### config.mk
export PLATFORM = sky130hd
export DESIGN_NAME = intra4x4_luma_predictor_unit
export DESIGN_NICKNAME = d
export VERILOG_FILES = /design/src/sv/i4p_pkg.sv /design/src/sv/i4p_nbr.sv /design/src/sv/i4p_pred.sv /design/src/sv/intra4x4_luma_predictor_unit.sv
export SDC_FILE = /design/constraint.sdc
export NUM_CORES = 1
export LEC_CHECK = 0
export CAP_MARGIN = 15
export CORE_ASPECT_RATIO = 0.6
export CORE_UTILIZATION = 50
export DETAILED_ROUTE_END_ITERATION = 8
export DONT_BUFFER_PORTS = 1
export SLEW_MARGIN = 20
export SYNTH_ARGS = -nofsm -noshare
export SYNTH_HDL_FRONTEND = slang
export SYNTH_HIERARCHICAL = 1
export SYNTH_SLANG_ARGS = --single-unit
### constraint.sdc
create_clock -name clk -period 7.2 [get_ports clk]
set_clock_uncertainty 0.2 [all_clocks]
set_input_delay 0.72 -clock clk [delete_from_list [all_inputs] [get_ports clk]]
set_output_delay 0.72 -clock clk [all_outputs]
set_load 0.03 [all_outputs]
### src/sv/i4p_pkg.sv
// i4p_pkg: shared types, mode codes and averaging helpers for the intra 4x4 luma predictor
`timescale 1ns / 1ps
`default_nettype none

package i4p_pkg;

  // stream word widths
  localparam int unsigned IN_DATA_W  = 120;
  localparam int unsigned OUT_DATA_W = 128;

  // substitute value for a missing neighbour pixel
  localparam logic [7:0] FILL_PIX = 8'h80;

  // prediction mode codes
  typedef enum logic [3:0] {
    MODE_VERT = 4'd0,
    MODE_HOR  = 4'd1,
    MODE_DC   = 4'd2,
    MODE_DDL  = 4'd3,
    MODE_DDR  = 4'd4,
    MODE_VR   = 4'd5,
    MODE_HD   = 4'd6,
    MODE_VL   = 4'd7,
    MODE_HU   = 4'd8
  } mode_t;

  // edge flag bit positions (set means the neighbouring macroblock is missing)
  localparam int unsigned EDGE_TOP = 0;
  localparam int unsigned EDGE_LEFT = 1;
  localparam int unsigned EDGE_TL = 2;
  localparam int unsigned EDGE_TR = 3;

  // one prediction request
  typedef struct packed {
    logic [3:0]      mode;
    logic [3:0]      block_index;
    logic [3:0]      edge_flags;
    logic [3:0][7:0] top_pixels;
    logic [3:0][7:0] top_right_pixels;
    logic [3:0][7:0] left_pixels;
    logic [7:0]      corner_pixel;
  } req_t;

  // neighbour availability
  typedef struct packed {
    logic up;
    logic left;
    logic ul;
    logic ur;
  } avail_t;

  // neighbours after substitution of missing ones
  typedef struct packed {
    avail_t          avail;
    logic [3:0][7:0] top;
    logic [3:0][7:0] topr;
    logic [3:0][7:0] left;
    logic [7:0]      corner;
  } nbr_t;

  // predicted block: row, then pixel (leftmost pixel in the low byte)
  typedef logic [3:0][3:0][7:0] pred_blk_t;

  // rounded average of two pixels
  function automatic logic [7:0] avg2(input logic [7:0] a, input logic [7:0] b);
    logic [8:0] s;
    s = {1'b0, a} + {1'b0, b} + 9'd1;
    return s[8:1];
  endfunction

  // rounded 1-2-1 filter of three pixels
  function automatic logic [7:0] avg3(input logic [7:0] a, input logic [7:0] b,
                                      input logic [7:0] c);
    logic [9:0] s;
    s = {2'b0, a} + {1'b0, b, 1'b0} + {2'b0, c} + 10'd2;
    return s[9:2];
  endfunction

endpackage

`default_nettype wire

### src/sv/i4p_nbr.sv
// i4p_nbr: neighbour availability per block index and substitution of missing pixels
`timescale 1ns / 1ps
`default_nettype none

module i4p_nbr import i4p_pkg::*; (
  input  req_t req,
  output nbr_t nbr
);

  logic   top_ok;
  logic   left_ok;
  avail_t av;
  logic [3:0][7:0] tw;

  // availability from the block position inside the macroblock
  always_comb begin
    top_ok  = !req.edge_flags[EDGE_TOP];
    left_ok = !req.edge_flags[EDGE_LEFT];
    case (req.block_index)
      4'd0: begin
        av.up   = top_ok;
        av.left = left_ok;
        av.ul   = (top_ok || left_ok) && !req.edge_flags[EDGE_TL];
        av.ur   = top_ok;
      end
      4'd1, 4'd4: begin
        av.up   = top_ok;
        av.left = 1'b1;
        av.ul   = top_ok;
        av.ur   = top_ok;
      end
      4'd5: begin
        av.up   = top_ok;
        av.left = 1'b1;
        av.ul   = top_ok;
        av.ur   = top_ok && !req.edge_flags[EDGE_TR];
      end
      4'd2, 4'd8, 4'd10: begin
        av.up   = 1'b1;
        av.left = left_ok;
        av.ul   = left_ok;
        av.ur   = 1'b1;
      end
      4'd6, 4'd9, 4'd12, 4'd14: begin
        av.up   = 1'b1;
        av.left = 1'b1;
        av.ul   = 1'b1;
        av.ur   = 1'b1;
      end
      default: begin
        av.up   = 1'b1;
        av.left = 1'b1;
        av.ul   = 1'b1;
        av.ur   = 1'b0;
      end
    endcase
  end

  // substitute missing neighbours; up-right falls back to copies of pixel d
  always_comb begin
    tw         = av.up ? req.top_pixels : {4{FILL_PIX}};
    nbr.avail  = av;
    nbr.top    = tw;
    nbr.topr   = av.ur ? req.top_right_pixels : {4{tw[3]}};
    nbr.left   = av.left ? req.left_pixels : {4{FILL_PIX}};
    nbr.corner = av.ul ? req.corner_pixel : FILL_PIX;
  end

endmodule

`default_nettype wire

### src/sv/i4p_pred.sv
// i4p_pred: the nine intra 4x4 prediction modes over one set of neighbours
`timescale 1ns / 1ps
`default_nettype none

module i4p_pred import i4p_pkg::*; (
  input  req_t      req,
  input  nbr_t      nbr,
  output pred_blk_t blk
);

  logic [7:0]  tp  [0:8];   // a..h, h repeated
  logic [7:0]  ep  [0:8];   // l, k, j, i, x, a, b, c, d
  logic [7:0]  ddl [0:6];
  logic [7:0]  ddr [0:6];
  logic [7:0]  a, b, c, d, e, f, g, x, i, j, k, l;
  logic [9:0]  sum_t;
  logic [9:0]  sum_l;
  logic [10:0] sum_tl;
  logic [9:0]  sum_t_rnd;
  logic [9:0]  sum_l_rnd;
  logic [7:0]  dc;

  // neighbour pixels by name
  always_comb begin
    a = nbr.top[0];
    b = nbr.top[1];
    c = nbr.top[2];
    d = nbr.top[3];
    e = nbr.topr[0];
    f = nbr.topr[1];
    g = nbr.topr[2];
    x = nbr.corner;
    i = nbr.left[0];
    j = nbr.left[1];
    k = nbr.left[2];
    l = nbr.left[3];
  end

  // filtered diagonals for the diagonal down-left and down-right modes
  always_comb begin
    for (int n = 0; n < 4; n++) begin
      tp[n]     = nbr.top[n];
      tp[n + 4] = nbr.topr[n];
      ep[n]     = nbr.left[3 - n];
      ep[n + 5] = nbr.top[n];
    end
    tp[8] = nbr.topr[3];
    ep[4] = nbr.corner;
    for (int n = 0; n < 7; n++) begin
      ddl[n] = avg3(tp[n], tp[n + 1], tp[n + 2]);
      ddr[n] = avg3(ep[n], ep[n + 1], ep[n + 2]);
    end
  end

  // dc value from the raw neighbours that are present
  always_comb begin
    sum_t = {2'b0, req.top_pixels[0]} + {2'b0, req.top_pixels[1]}
          + {2'b0, req.top_pixels[2]} + {2'b0, req.top_pixels[3]};
    sum_l = {2'b0, req.left_pixels[0]} + {2'b0, req.left_pixels[1]}
          + {2'b0, req.left_pixels[2]} + {2'b0, req.left_pixels[3]};
    sum_tl    = {1'b0, sum_t} + {1'b0, sum_l} + 11'd4;
    sum_t_rnd = sum_t + 10'd2;
    sum_l_rnd = sum_l + 10'd2;
    case ({nbr.avail.up, nbr.avail.left})
      2'b10:   dc = sum_t_rnd[9:2];
      2'b01:   dc = sum_l_rnd[9:2];
      2'b11:   dc = sum_tl[10:3];
      default: dc = FILL_PIX;
    endcase
  end

  // mode select
  always_comb begin
    blk = {16{FILL_PIX}};
    case (mode_t'(req.mode))
      MODE_VERT: begin
        for (int r = 0; r < 4; r++) blk[r] = req.top_pixels;
      end
      MODE_HOR: begin
        for (int r = 0; r < 4; r++) blk[r] = {4{req.left_pixels[r]}};
      end
      MODE_DC: begin
        blk = {16{dc}};
      end
      MODE_DDL: begin
        for (int r = 0; r < 4; r++) begin
          for (int p = 0; p < 4; p++) blk[r][p] = ddl[r + p];
        end
      end
      MODE_DDR: begin
        for (int r = 0; r < 4; r++) begin
          for (int p = 0; p < 4; p++) blk[r][p] = ddr[3 + p - r];
        end
      end
      MODE_VR: begin
        blk[0] = {avg2(c, d), avg2(b, c), avg2(a, b), avg2(x, a)};
        blk[1] = {avg3(b, c, d), avg3(a, b, c), avg3(x, a, b), avg3(i, x, a)};
        blk[2] = {avg2(b, c), avg2(a, b), avg2(x, a), avg3(j, i, x)};
        blk[3] = {avg3(a, b, c), avg3(x, a, b), avg3(i, x, a), avg3(i, j, k)};
      end
      MODE_HD: begin
        blk[0] = {avg3(a, b, c), avg3(x, a, b), avg3(i, x, a), avg2(x, i)};
        blk[1] = {avg3(i, x, a), avg2(x, i), avg3(j, i, x), avg2(j, i)};
        blk[2] = {avg3(j, i, x), avg2(j, i), avg3(k, j, i), avg2(k, j)};
        blk[3] = {avg3(k, j, i), avg2(k, j), avg3(l, k, j), avg2(l, k)};
      end
      MODE_VL: begin
        blk[0] = {avg2(d, e), avg2(c, d), avg2(b, c), avg2(a, b)};
        blk[1] = {avg3(d, e, f), avg3(c, d, e), avg3(b, c, d), avg3(a, b, c)};
        blk[2] = {avg2(e, f), avg2(d, e), avg2(c, d), avg2(b, c)};
        blk[3] = {avg3(e, f, g), avg3(d, e, f), avg3(c, d, e), avg3(b, c, d)};
      end
      MODE_HU: begin
        blk[0] = {avg3(j, k, l), avg2(j, k), avg3(i, j, k), avg2(i, j)};
        blk[1] = {avg3(k, l, l), avg2(k, l), avg3(j, k, l), avg2(j, k)};
        blk[2] = {l, l, avg3(k, l, l), avg2(k, l)};
        blk[3] = {4{l}};
      end
      default: begin
        blk = {16{FILL_PIX}};
      end
    endcase
  end

endmodule

`default_nettype wire

### src/sv/intra4x4_luma_predictor_unit.sv
// intra4x4_luma_predictor_unit: top level, input register, prediction logic, output register
//
//  channel | dir | ports                          | word
//  --------+-----+--------------------------------+------------------------------------------
//  in      | in  | in_tvalid, in_tready, in_tdata | one request (mode, index, flags, pixels)
//  out     | out | out_tvalid, out_tready, out_tdata | one predicted 4x4 block, 4 rows
//
//  an accepted request passes the input register, then the availability and mode logic
//  feeding the output register; one word per cycle sustained while out_tready is high;
//  both registers advance whenever the stage after them is empty or being drained, so a
//  held output still lets one more word in
//  rst_n clears both valid flags; data registers are not reset
//  in_tready depends on out_tready through the stage-ready chain
`timescale 1ns / 1ps
`default_nettype none

module intra4x4_luma_predictor_unit import i4p_pkg::*; (
  input  wire logic                  clk,
  input  wire logic                  rst_n,
  input  wire logic                  in_tvalid,
  output logic                       in_tready,
  // [3:0] mode, [7:4] block_index, [11:8] edge_flags, [43:12] top_pixels,
  // [75:44] top_right_pixels, [107:76] left_pixels, [115:108] corner_pixel, [119:116] zero
  input  wire logic [IN_DATA_W-1:0]  in_tdata,
  output logic                       out_tvalid,
  input  wire logic                  out_tready,
  // [31:0] pred_row0, [63:32] pred_row1, [95:64] pred_row2, [127:96] pred_row3
  output logic [OUT_DATA_W-1:0]      out_tdata
);

  req_t      in_req;
  logic      s1_vld_r, s1_vld_nxt;
  req_t      s1_req_r, s1_req_nxt;
  logic      out_vld_r, out_vld_nxt;
  pred_blk_t out_blk_r, out_blk_nxt;
  logic      out_free;
  nbr_t      nbr;
  pred_blk_t blk;

  // unpack the input word
  always_comb begin
    in_req.mode             = in_tdata[3:0];
    in_req.block_index      = in_tdata[7:4];
    in_req.edge_flags       = in_tdata[11:8];
    in_req.top_pixels       = in_tdata[43:12];
    in_req.top_right_pixels = in_tdata[75:44];
    in_req.left_pixels      = in_tdata[107:76];
    in_req.corner_pixel     = in_tdata[115:108];
  end

  // stage ready chain
  assign out_free  = !out_vld_r || out_tready;
  assign in_tready = !s1_vld_r || out_free;

  // input register
  always_comb begin
    s1_vld_nxt = s1_vld_r;
    s1_req_nxt = s1_req_r;
    if (in_tready) begin
      s1_vld_nxt = in_tvalid;
      s1_req_nxt = in_req;
    end
  end

  i4p_nbr u_nbr (
    .req (s1_req_r),
    .nbr (nbr)
  );

  i4p_pred u_pred (
    .req (s1_req_r),
    .nbr (nbr),
    .blk (blk)
  );

  // output register
  always_comb begin
    out_vld_nxt = out_vld_r;
    out_blk_nxt = out_blk_r;
    if (out_free) begin
      out_vld_nxt = s1_vld_r;
      out_blk_nxt = blk;
    end
  end

  always_ff @(posedge clk) begin
    if (!rst_n) begin
      s1_vld_r  <= 1'b0;
      out_vld_r <= 1'b0;
    end else begin
      s1_vld_r  <= s1_vld_nxt;
      out_vld_r <= out_vld_nxt;
    end
  end

  always_ff @(posedge clk) begin
    s1_req_r  <= s1_req_nxt;
    out_blk_r <= out_blk_nxt;
  end

  assign out_tvalid = out_vld_r;
  assign out_tdata  = out_blk_r;

endmodule

`default_nettype wire

==> results_dict.tcl <==
set metrics [dict create \
    nNetsFinal 3107 \
    clock_latency_ns 0.57 \
    numCtsBuffers 25 \
    critPathSlowestCell "fa_1" \
    drt_wl_total_um 103300 \
    outcome "finished, final reports clean" \
    crit_required_ns 7.26 \
    clkPwrFrac_pct 15.2 \
    pwr-share-comb_pct 53.1 \
    syn-instance-count 2629 \
    htreeDepth 1 \
    cts_hold_buf 0 \
    critPathMaxFanout 4 \
    via_per_inst 6.877 \
    worstMarginPinSlew_ns 1.129 \
    clk_path_buf_depth 3 \
    stdcell_area_sq_um 25990 \
    p_switching_mw 4.357 \
    seq_power_share_pct 31.7 \
    cts.clk_slew.worst_paths_ns 0.07 \
    final-hold-violation-count 0 \
    io-pin-count 254 \
    gp_congestion 1.017 \
    wl_per_cell_um 31.42 \
    hold_depth 0 \
    ctsResizeCount 0 \
    syn-num-nets 3105 \
    switching_share_pct 50.39 \
    cp-end-kind "flop" \
    fmax_mhz 153.8 \
    rsz0062_at_grt "false" \
    dp_hpwl_um 82540 \
    slew_headroom_pct 24.49 \
    timing.final.crit_share_pct 90.28 \
    root_buffer "clkbuf_16" \
    p_leak_nw 11.16 \
    die_w_um 286.4 \
    slew_viol_final 0 \
    synth_area_per_cell_sq_um 9.229 \
    num_rows 62 \
    grt_overflow 0 \
    grt_pass1_wl_um 146400 \
    die_y_um 172.6 \
    setup_violations 0 \
    holdPathEnd "s1_req_r[39]" \
    dieArea_sq_um 49440 \
    critPathArrivalTime_ns 6.56 \
    vias 22605 \
    cts_tree "built" \
    rr_startpoint "s1_req_r[9]" \
    final_layout_size_suffix_gt1_share_pct 6.989 \
    start_kind "flop" \
    drtPass1Iterations 6 \
    fin_setup_tns_ns 0 \
    period_minus_slack_ns 6.500 \
    nFillCells 4309 \
    pwr_density_cell_nw_per_um2 332.7 \
    r2r-end "out_tdata[100]" \
    placed_cell_area_sq_um 25200 \
    yosysWarnings 6 \
    crit_type "flop to flop" \
    area_growth_pct 7.122 \
    rrSetupSlack_ns 0.70 \
    first_global_vias 20772 \
    r2r_cells 19 \
    io_buffers 0 \
    ant_nets 0 \
    antenna_found_initial 3 \
    n_antenna_cell 0 \
    hold_path.startpoint "in_tdata[107]" \
    cts_setup_buffers 0 \
    grt_max_degree 66 \
    drv_cap 0 \
    vdd_drop_max_uv 230.0 \
    syn_area_sq_um 24260 \
    internal_power_mw 4.290 \
    initial_core_util_pct 50.69 \
    cts.sinks 246 \
    drc 0 \
    max_stage_delay_ns 0.57 \
    min_path_type "input pin to flop" \
    cp_cell_sequence "inv_1 > fa_1 > inv_1 > fa_1 > ha_1 > fa_1 > a211oi_2 > nor2_1 > nor2_1 > ha_1 > ha_1 > inv_1 > a221oi_1 > o21ai_0 > and3_1 > o211ai_1 > nand3_1 > a221oi_2 > o2111ai_1" \
    core-area_sq_um 47860 \
    first_iter_violations 3474 \
    track_usage_pct 40.68 \
]
-- flip-flops by register name (all words and copies together) (netlist names) --
signal,cells
s1_req_r,116
out_tdata,128
s1_vld_r,1
out_tvalid,1
-- metrics by stage --
| stage | worst slack [ns] | power, mW | util, % | hold slack (ns) | cells |
|---|---|---|---|---|---|
| 2_1_floorplan | 1.887 | 5.518 | - | 0.2527 | 2629 |
| 3_3_place_gp | 0.9886 | 6.999 | 52.65 | 0.2955 | 3244 |
| 3_5_place_dp | 0.8801 | 7.077 | 52.65 | 0.3086 | 3244 |
| 4_1_cts | 0.8633 | 8.451 | 54.30 | 0.02503 | 3287 |
| 5_1_grt | 0.4008 | 8.971 | 54.30 | 0.03409 | 3287 |
| 6_report | 0.7001 | 8.647 | 54.30 | 0.04205 | 3287 |
-- metal layers --
| layer | vias to the layer above | part of all wire [%] | track usage (%) |
|---|---|---|---|
| met3 | 260 | 15 | 13.73 |
| met1 | 10928 | 44 | 61.75 |
| li1 | 9686 | - | - |
| met4 | 0 | 4.3 | 14.62 |
| met2 | 1731 | 37 | 52.46 |
| met5 | - | 0 | 0 |
-- layout by cell type (no fill, tap or decap), types with 13 or more instances in the layout --
cell and n:
a31oi_1 19, o211ai_1 24, a211o_1 13, o21ai_0 128, a211oi_1 31, a21oi_1 133
a21boi_0 14, and3_1 19, nor3_1 90, xor2_1 64, o21a_1 42, nand2b_1 34
edfxtp_1 244, xnor2_1 59, inv_1 180, o2111ai_1 21, or2_2 22, a221oi_1 13
clkbuf_16 25, fa_1 120, nand3_1 75, a21o_1 34, nand4_1 74, ha_1 232
buf_4 57, nor4_1 29, nor2b_1 22, o21bai_1 13, nor2_1 270, a2111oi_0 17
and2_1 81, nand2_1 206
-- how the worst max path moves through the flow --
| stage | startpoint | endpoint | depth (start not counted) |
|---|---|---|---|
| 2_1_floorplan | s1_req_r[73] | out_tdata[102] | 18 |
| 3_3_place_gp | s1_req_r[9] | out_tdata[100] | 19 |
| 3_5_place_dp | s1_req_r[73] | out_tdata[118] | 18 |
| 4_1_cts | s1_req_r[73] | out_tdata[118] | 18 |
| 5_1_grt | s1_req_r[9] | out_tdata[100] | 19 |
| 6_report | s1_req_r[9] | out_tdata[100] | 19 |
-- area by class of cell --
class	count	area, sq um	area share (%)
multi-input combinational	2119	15920	61.24
sequential	246	7367	28.34
tap	640	800.8	3.081
inverter	182	685.7	2.638
clock buffer	32	651.9	2.508
timing repair buffer	57	427.9	1.646
clock inverter	11	140.1	0.5392
-- power by group through the flow --
stage,Clock [mW],Combinational (mW),Sequential (mW)
6_report,1.31,4.59,2.74
5_1_grt,1.38,4.83,2.77
4_1_cts,1.34,4.37,2.75
3_5_place_dp,0,4.31,2.76
3_3_place_gp,0,4.24,2.75
2_1_floorplan,0,2.85,2.67
-- critical path, delay by kind of cell (launching register included) --
family | cells | cell delay, ns
adders and majority gates | 6 | 2.49
AOI/OAI and AO/OA | 6 | 1.98
and+or+nand+nor | 4 | 0.91
DFF | 1 | 0.42
buffers and inverters | 3 | 0.18
Power figures use the tool's default switching activity.
